===== src/hw/rtl/fl13_pkg.sv =====
// Shared types, sizes, tap coefficients and sample conversion for the
// multichannel 13-tap low-pass FIR. No dependencies.
package fl13_pkg;

  localparam int LEADS       = 8;
  localparam int TAPS        = 13;
  localparam int SAMPLE_BITS = 24;

  localparam int SAMPLE_W   = 24;
  localparam int LEAD_W     = 3;
  localparam int FILT_W     = 26;
  localparam int COEF_W     = 16;
  localparam int POS_W      = 4;
  localparam int LEAD_CMP_W = 7;
  localparam int LEAD_IDX_W = (LEADS > 1) ? $clog2(LEADS) : 1;
  localparam int HIST_DEPTH = LEADS * TAPS;
  localparam int HIST_AW    = (HIST_DEPTH > 1) ? $clog2(HIST_DEPTH) : 1;
  localparam int PROD_W     = SAMPLE_BITS + COEF_W;
  localparam int ACC_W      = SAMPLE_BITS + 18;
  localparam int SCALE_DIV  = 32768;
  localparam int SCALE_SH   = $clog2(SCALE_DIV);
  localparam int S_TDATA_W  = 32;
  localparam int M_TDATA_W  = 32;

  localparam logic [LEAD_CMP_W-1:0] LEADS_V = LEAD_CMP_W'(LEADS);

  localparam logic CMD_FILTER = 1'b0;
  localparam logic CMD_CLEAR  = 1'b1;

  typedef logic signed [SAMPLE_BITS-1:0] sample_t;

  typedef struct packed {
    logic              clr;
    logic [LEAD_W-1:0] lead;
    sample_t           sample;
  } cmd_t;

  function automatic logic signed [COEF_W-1:0] coef(input logic [POS_W-1:0] k);
    logic signed [COEF_W-1:0] c;
    case (k)
      4'd0, 4'd12: c = 16'sd584;
      4'd1, 4'd11: c = -16'sd4408;
      4'd2, 4'd10: c = 16'sd6029;
      4'd3, 4'd9:  c = -16'sd4130;
      4'd4, 4'd8:  c = -16'sd2633;
      4'd5, 4'd7:  c = 16'sd10532;
      4'd6:        c = 16'sd18717;
      default:     c = '0;
    endcase
    return c;
  endfunction

  function automatic sample_t take_sample(input logic [SAMPLE_W-1:0] raw);
    logic [SAMPLE_BITS+SAMPLE_W-1:0] ext;
    ext = {{SAMPLE_BITS{1'b0}}, raw};
    return ext[SAMPLE_BITS-1:0];
  endfunction

endpackage


===== src/hw/rtl/fl13_ram.sv =====
// Generic single-write, single-read RAM with registered read data.
// No dependencies.
module fl13_ram #(
  parameter int WIDTH = 8,
  parameter int DEPTH = 16,
  parameter int AW    = (DEPTH > 1) ? $clog2(DEPTH) : 1
) (
  input  logic             clk,
  input  logic             we,
  input  logic [AW-1:0]    waddr,
  input  logic [WIDTH-1:0] wdata,
  input  logic [AW-1:0]    raddr,
  output logic [WIDTH-1:0] rdata
);

  logic [WIDTH-1:0] mem [DEPTH];

  always_ff @(posedge clk) begin
    if (we) begin
      mem[waddr] <= wdata;
    end
    rdata <= mem[raddr];
  end

endmodule


===== src/hw/rtl/fl13_front.sv =====
// Front end: accepts input transactions, drops out-of-range leads and
// queues commands in a two-entry queue. Depends on fl13_pkg.
module fl13_front import fl13_pkg::*; (
  input  logic                 clk,
  input  logic                 rst,
  input  logic                 s_tvalid,
  output logic                 s_tready,
  input  logic [S_TDATA_W-1:0] s_tdata,
  input  logic                 s_tuser,
  output cmd_t                 q,
  output logic                 q_valid,
  input  logic                 q_ready
);

  logic [1:0] cnt;
  logic       wr_ptr;
  logic       rd_ptr;
  cmd_t       slot [2];
  cmd_t       c;
  logic       keep;
  logic       push;
  logic       pop;

  always_comb begin
    c.clr    = s_tuser;
    c.lead   = s_tdata[LEAD_W-1:0];
    c.sample = take_sample(s_tdata[LEAD_W +: SAMPLE_W]);
  end

  assign keep     = {{(LEAD_CMP_W-LEAD_W){1'b0}}, c.lead} < LEADS_V;
  assign s_tready = (cnt != 2'd2);
  assign push     = s_tvalid & s_tready & keep;
  assign q_valid  = (cnt != 2'd0);
  assign pop      = q_valid & q_ready;
  assign q        = slot[rd_ptr];

  always_ff @(posedge clk) begin
    if (rst) begin
      cnt    <= '0;
      wr_ptr <= 1'b0;
      rd_ptr <= 1'b0;
    end else begin
      if (push) begin
        wr_ptr <= ~wr_ptr;
      end
      if (pop) begin
        rd_ptr <= ~rd_ptr;
      end
      cnt <= cnt + {1'b0, push} - {1'b0, pop};
    end
  end

  always_ff @(posedge clk) begin
    if (push) begin
      slot[wr_ptr] <= c;
    end
  end

endmodule


===== src/hw/rtl/fl13_back.sv =====
// Back end: per-lead history in RAM, shared multiply-accumulate over the
// taps, scaling and output register. Depends on fl13_pkg and fl13_ram.
module fl13_back import fl13_pkg::*; (
  input  logic                 clk,
  input  logic                 rst,
  input  cmd_t                 q,
  input  logic                 q_valid,
  output logic                 q_ready,
  output logic                 m_tvalid,
  input  logic                 m_tready,
  output logic [M_TDATA_W-1:0] m_tdata
);

  localparam logic [1:0] S_IDLE  = 2'd0;
  localparam logic [1:0] S_RUN   = 2'd1;
  localparam logic [1:0] S_DRAIN = 2'd2;
  localparam logic [1:0] S_OUT   = 2'd3;

  localparam logic [POS_W-1:0]   TAPS_P = POS_W'(TAPS);
  localparam logic [POS_W-1:0]   LAST_P = POS_W'(TAPS - 1);
  localparam logic [HIST_AW-1:0] TAPS_A = HIST_AW'(TAPS);
  localparam logic [ACC_W-1:0]   RND    = ACC_W'(SCALE_DIV - 1);

  logic [1:0]              state;
  logic [LEAD_W-1:0]       lead_r;
  logic [HIST_AW-1:0]      base;
  logic [POS_W-1:0]        pos;
  logic [POS_W-1:0]        k;
  logic [POS_W-1:0]        fill_n;
  logic [POS_W-1:0]        wp   [LEADS];
  logic [POS_W-1:0]        fill [LEADS];

  logic                    s1_go;
  logic                    s1_ok;
  logic [POS_W-1:0]        s1_k;
  logic                    s2_go;
  logic                    s2_last;
  logic                    s3_done;
  logic signed [PROD_W-1:0] prod;
  logic signed [ACC_W-1:0]  acc;

  logic [FILT_W-1:0]       out_filt;
  logic [LEAD_W-1:0]       out_lead;

  logic [LEAD_IDX_W-1:0]   li;
  logic [POS_W-1:0]        wpos;
  logic [POS_W-1:0]        fcur;
  logic [POS_W-1:0]        wp_next;
  logic [POS_W-1:0]        fill_next;
  logic                    start;
  logic                    ram_we;
  logic [HIST_AW-1:0]      qbase;
  logic [HIST_AW-1:0]      waddr;
  logic [HIST_AW-1:0]      raddr;
  logic [SAMPLE_BITS-1:0]  rdata;
  sample_t                 op;
  logic signed [ACC_W-1:0] adj;
  logic signed [ACC_W-1:0] quo;
  logic                    out_free;

  assign q_ready   = (state == S_IDLE);
  assign li        = LEAD_IDX_W'(q.lead);
  assign wpos      = wp[li];
  assign fcur      = fill[li];
  assign wp_next   = (wpos == LAST_P) ? '0 : wpos + 1'b1;
  assign fill_next = (fcur == TAPS_P) ? fcur : fcur + 1'b1;
  assign start     = q_valid & q_ready;
  assign ram_we    = start & (q.clr == CMD_FILTER);
  assign qbase     = HIST_AW'(q.lead) * TAPS_A;
  assign waddr     = qbase + HIST_AW'(wpos);
  assign raddr     = base + HIST_AW'(pos);
  assign op        = s1_ok ? sample_t'(rdata) : '0;
  assign adj       = acc + (acc[ACC_W-1] ? RND : '0);
  assign quo       = adj >>> SCALE_SH;
  assign out_free  = ~m_tvalid | m_tready;
  assign m_tdata   = {{(M_TDATA_W-FILT_W-LEAD_W){1'b0}}, out_lead, out_filt};

  fl13_ram #(
    .WIDTH(SAMPLE_BITS),
    .DEPTH(HIST_DEPTH)
  ) u_hist (
    .clk  (clk),
    .we   (ram_we),
    .waddr(waddr),
    .wdata(q.sample),
    .raddr(raddr),
    .rdata(rdata)
  );

  always_ff @(posedge clk) begin
    if (rst) begin
      state    <= S_IDLE;
      m_tvalid <= 1'b0;
      s1_go    <= 1'b0;
      s2_go    <= 1'b0;
      s3_done  <= 1'b0;
      for (int i = 0; i < LEADS; i++) begin
        wp[i]   <= '0;
        fill[i] <= '0;
      end
    end else begin
      s1_go   <= (state == S_RUN);
      s2_go   <= s1_go;
      s3_done <= s2_go & s2_last;
      if (state == S_OUT && out_free) begin
        m_tvalid <= 1'b1;
      end else if (m_tready) begin
        m_tvalid <= 1'b0;
      end
      case (state)
        S_IDLE: begin
          if (start) begin
            if (q.clr == CMD_CLEAR) begin
              wp[li]   <= '0;
              fill[li] <= '0;
            end else begin
              wp[li]   <= wp_next;
              fill[li] <= fill_next;
              state    <= S_RUN;
            end
          end
        end
        S_RUN: begin
          if (k == LAST_P) begin
            state <= S_DRAIN;
          end
        end
        S_DRAIN: begin
          if (s3_done) begin
            state <= S_OUT;
          end
        end
        S_OUT: begin
          if (out_free) begin
            state <= S_IDLE;
          end
        end
        default: begin
          state <= S_IDLE;
        end
      endcase
    end
  end

  always_ff @(posedge clk) begin
    if (state == S_IDLE && start) begin
      lead_r <= q.lead;
      base   <= qbase;
      pos    <= wpos;
      fill_n <= fill_next;
      k      <= '0;
      acc    <= '0;
    end else begin
      if (state == S_RUN) begin
        pos <= (pos == '0) ? LAST_P : pos - 1'b1;
        k   <= k + 1'b1;
      end
      if (s2_go) begin
        acc <= acc + ACC_W'(prod);
      end
    end
    s1_ok   <= pos < fill_n;
    s1_k    <= k;
    prod    <= PROD_W'(op) * PROD_W'(coef(s1_k));
    s2_last <= (s1_k == LAST_P);
    if (state == S_OUT && out_free) begin
      out_filt <= quo[FILT_W-1:0];
      out_lead <= lead_r;
    end
  end

endmodule


===== src/hw/rtl/fir_lowpass_13tap_multichannel.sv =====
// Top level of the multichannel 13-tap low-pass FIR.
// Depends on fl13_pkg, fl13_front and fl13_back.
//
//  Channel  Handshake            Payload
//  s_       s_tvalid/s_tready    s_tuser command, s_tdata lead and sample
//  m_       m_tvalid/m_tready    m_tdata filtered value and lead
//
// In the back end a filter transaction stores the sample, walks the taps
// through the single multiply-accumulate unit, drains its pipeline and
// loads the output register. A clear resets the lead's write position and
// fill count only. Out-of-range leads are dropped at the input.
// Reset clears the write positions and fill counts of all leads.
// A two-entry queue keeps input transactions flowing while the back end
// works or waits on m_tready.
module fir_lowpass_13tap_multichannel import fl13_pkg::*; (
  input  logic                 clk,
  input  logic                 rst,
  input  logic                 s_tvalid,
  output logic                 s_tready,
  input  logic [S_TDATA_W-1:0] s_tdata,   // lead[2:0], sample[26:3], zero
  input  logic                 s_tuser,   // command
  output logic                 m_tvalid,
  input  logic                 m_tready,
  output logic [M_TDATA_W-1:0] m_tdata    // filtered[25:0], out_lead[28:26], zero
);

  cmd_t q;
  logic q_valid;
  logic q_ready;

  fl13_front u_front (
    .clk     (clk),
    .rst     (rst),
    .s_tvalid(s_tvalid),
    .s_tready(s_tready),
    .s_tdata (s_tdata),
    .s_tuser (s_tuser),
    .q       (q),
    .q_valid (q_valid),
    .q_ready (q_ready)
  );

  fl13_back u_back (
    .clk     (clk),
    .rst     (rst),
    .q       (q),
    .q_valid (q_valid),
    .q_ready (q_ready),
    .m_tvalid(m_tvalid),
    .m_tready(m_tready),
    .m_tdata (m_tdata)
  );

endmodule


===== config.mk =====
export PLATFORM = sky130hd
export DESIGN_NAME = fir_lowpass_13tap_multichannel
export DESIGN_NICKNAME = d
export VERILOG_FILES = /design/src/hw/rtl/fl13_pkg.sv /design/src/hw/rtl/fl13_ram.sv /design/src/hw/rtl/fl13_front.sv /design/src/hw/rtl/fl13_back.sv /design/src/hw/rtl/fir_lowpass_13tap_multichannel.sv
export SDC_FILE = /design/constraint.sdc
export NUM_CORES = 2
export LEC_CHECK = 0
export BUFFER_PORTS_ARGS = -buffer_cell sky130_fd_sc_hd__buf_2
export CAP_MARGIN = 40
export CELL_PAD_IN_SITES_DETAIL_PLACEMENT = 0
export CELL_PAD_IN_SITES_GLOBAL_PLACEMENT = 1
export CORE_MARGIN = 4
export CORE_UTILIZATION = 35
export CTS_CLUSTER_SIZE = 40
export DETAILED_ROUTE_END_ITERATION = 8
export GPL_TIMING_DRIVEN = 0
export PLACE_DENSITY_LB_ADDON = 0.1
export SYNTH_ARGS = -nofsm -noshare
export SYNTH_HDL_FRONTEND = slang
export SYNTH_HIERARCHICAL = 1
export SYNTH_SLANG_ARGS = --single-unit

===== constraint.sdc =====
create_clock -name clk -period 17.7 [get_ports clk]
set_input_delay 3.54 -clock clk [delete_from_list [all_inputs] [get_ports clk]]
set_output_delay 3.54 -clock clk [all_outputs]
set_load 0.05 [all_outputs]

==> run metrics <==
Total Nets Final=8427; Setup CP Type=reg2reg; DP HPWL=316000 um; Synth Area per Inst=17.2 um^2; drc violations=0; Crit. End Element=flip-flop; commonest cells in the synthesized netlist=2661 x edfxtp_1, 514 x mux4_2, 510 x inv_1, 378 x fa_1, 359 x nand2_1; DP Area=0.135 mm^2; min Tclk post-route=8800 ps; drt total wl=435000 um; Tightest Pin Transition=1020 ps; via count=70000; sequential fraction of the synthesis area=66.7%; RSZ-0062 raised after global routing=false; Via density=5.46; core area=0.353 mm^2; initial core utilization=35.2%; Critical Path AT=9510 ps; Worst Skew=78.8 ps; share of layout cells above drive strength 1=20.3%; vias in the first global route=71200; #FFs+latches synth=2802; first-pass GRT wire length=596000 um; design area=0.145 mm^2; CTS sink cnt=2802; htree depth=5; ANT nets after route=0; endpoints failing hold=0; CTS max path bufs=4; die height=603 um; CTS tree=built; Final Setup Violations=0; hold_buf cts=0; area share of the largest cell type after synthesis=64.4%; IO Pins=71; EDFF count, synth=2661; post_cts resized=0; Crit Path Max Fanout=10; Yosys cell types=99; most area-consuming cells after synthesis=edfxtp_1 64%, mux4_2 9.3%, fa_1 6.1%, mux2i_1 2.8%, dfxtp_1 2.3%; Final Cycle Share=49.7%; port buffer count=62; CTS root buf=clkbuf_16; GR Overflow Total=0; max frequency=114 MHz; final slew viol count=0; asr flop ratio synth=0%; worst hold path class=reg2reg; status=completed; TNS Setup=0 ps; top-count cell post-synth=edfxtp_1; drt first pass iters=6; area delta synth->final=17.2%; gr usage total=23.6%; CTS clk-pin slew, worst paths=60 ps; RePlAce Congestion=0.914; post-synth top area cell=edfxtp_1; Post-Syn Area=0.124 mm^2; CP Launch Type=flip-flop; clk_lat worst skew=940 ps; setup bufs post-CTS=0; Max-Cap Viols=0; Top FF cell, synth=edfxtp_1; drt wl/cell=34.0 um; CTS Buf Count=321; Synth warnings=6; die width=603 um; relative slew slack=32.0%; post-synthesis cell count=7207; DRT iter0 DRCs=7375; cell row count=218; die area=0.364 mm^2; initial antenna violation count=24; Req. time, crit path=18410 ps; largest net degree at the start of global routing=105
## path summary, 6_finish.rpt
path,endpoint,slack [ps],cells past startpoint,startpoint
worst max register to register,u_back/prod[37],8900,26,u_back/s1_ok
worst max-delay path,u_back/prod[37],8900,26,u_back/s1_ok
worst min-delay path,u_back/s1_k[2],350,0,u_back/k[2]
worst min register to register,u_back/s1_k[2],350,0,u_back/k[2]
## registers in the layout, summed over array words and instances (netlist names), 5 cells and up, named ones only
| register | count |
|---|---|
| u_front/slot | 56 |
| u_back/base | 5 |
| u_back/prod | 40 |
| u_back/out_filt | 26 |
| u_back/acc | 42 |
| u_back/u_hist/rdata | 24 |
| u_back/u_hist/mem | 2496 |
| u_back/wp | 32 |
| u_back/fill | 32 |
## metal layers
layer	wire (um)	up-vias	global-route usage, %
li1	-	29000	-
met1	179000	37900	31.5
met2	210000	2507	39.0
met3	26300	637	3.36
met4	19700	2	9.17
met5	20	-	0
## kinds of logic after synthesis
group	share of synthesized area, %
xor gates and xnor gates	0.755
other	0.00302
muxes	13.0
and+or+nand+nor	4.88
adders and majority gates	7.99
DFF	66.7
AOI/OAI and AO/OA	3.66
buffers and inverters	2.99
## critical path, stage by stage, from the launching register on
cell and delay [ps]:
dfxtp_1 520, clkbuf_1 480, clkbuf_1 500, and2_1 300, clkbuf_1 480, nand2_1 260, fa_1 560, inv_1 50
fa_1 470, inv_1 50, fa_1 490, inv_1 50, fa_1 460, fa_1 540, inv_1 50, fa_1 530
inv_1 50, ha_1 390, and3_1 270, and4_1 230, nand4_1 120, a31oi_1 450, o31ai_1 240, a21oi_1 340
and2_1 210, o21ai_1 70, a221oi_1 470
## area by class of cell
type	instances	area, um^2
inverters	513	1930
well taps	4730	5920
multi-input cells	3537	38600
fillers	32000	208000
diodes	10	25.0
flip-flops and latches	2802	82700
repair buffers	292	4480
clock inverters	171	1300
clock buffers	406	8680
plain buffers	357	1790
## through the flow
stage / hold slack, ps / util (%) / std cells / setup WS (ps)
after floorplan: 329 / - / 7209 / 11080
after global placement: 338 / 36.9 / 12000 / 7800
after detailed placement: 338 / 38.4 / 12200 / 8840
after CTS: 348 / 41.2 / 12800 / 8790
after global routing: 353 / 41.2 / 12800 / 8360
final: 347 / 41.2 / 12800 / 8900
## placed cells by master, fill, tap and decap left out, drive strengths merged, types with 92 or more instances in the layout
cell    count
edfxtp   2661
dfxtp     141
and3      170
nand2     360
mux4      514
nand3     131
fa        378
a22oi     120
clkbuf    584
clkinv    142
a21oi     123
mux2i     349
nor2      333
ha        188
inv       521
buf       471
mux2       92
Power is left out: the tool's default activity adds up to more than one toggle a clock period on the data nets, which glitch-free logic cannot reach.
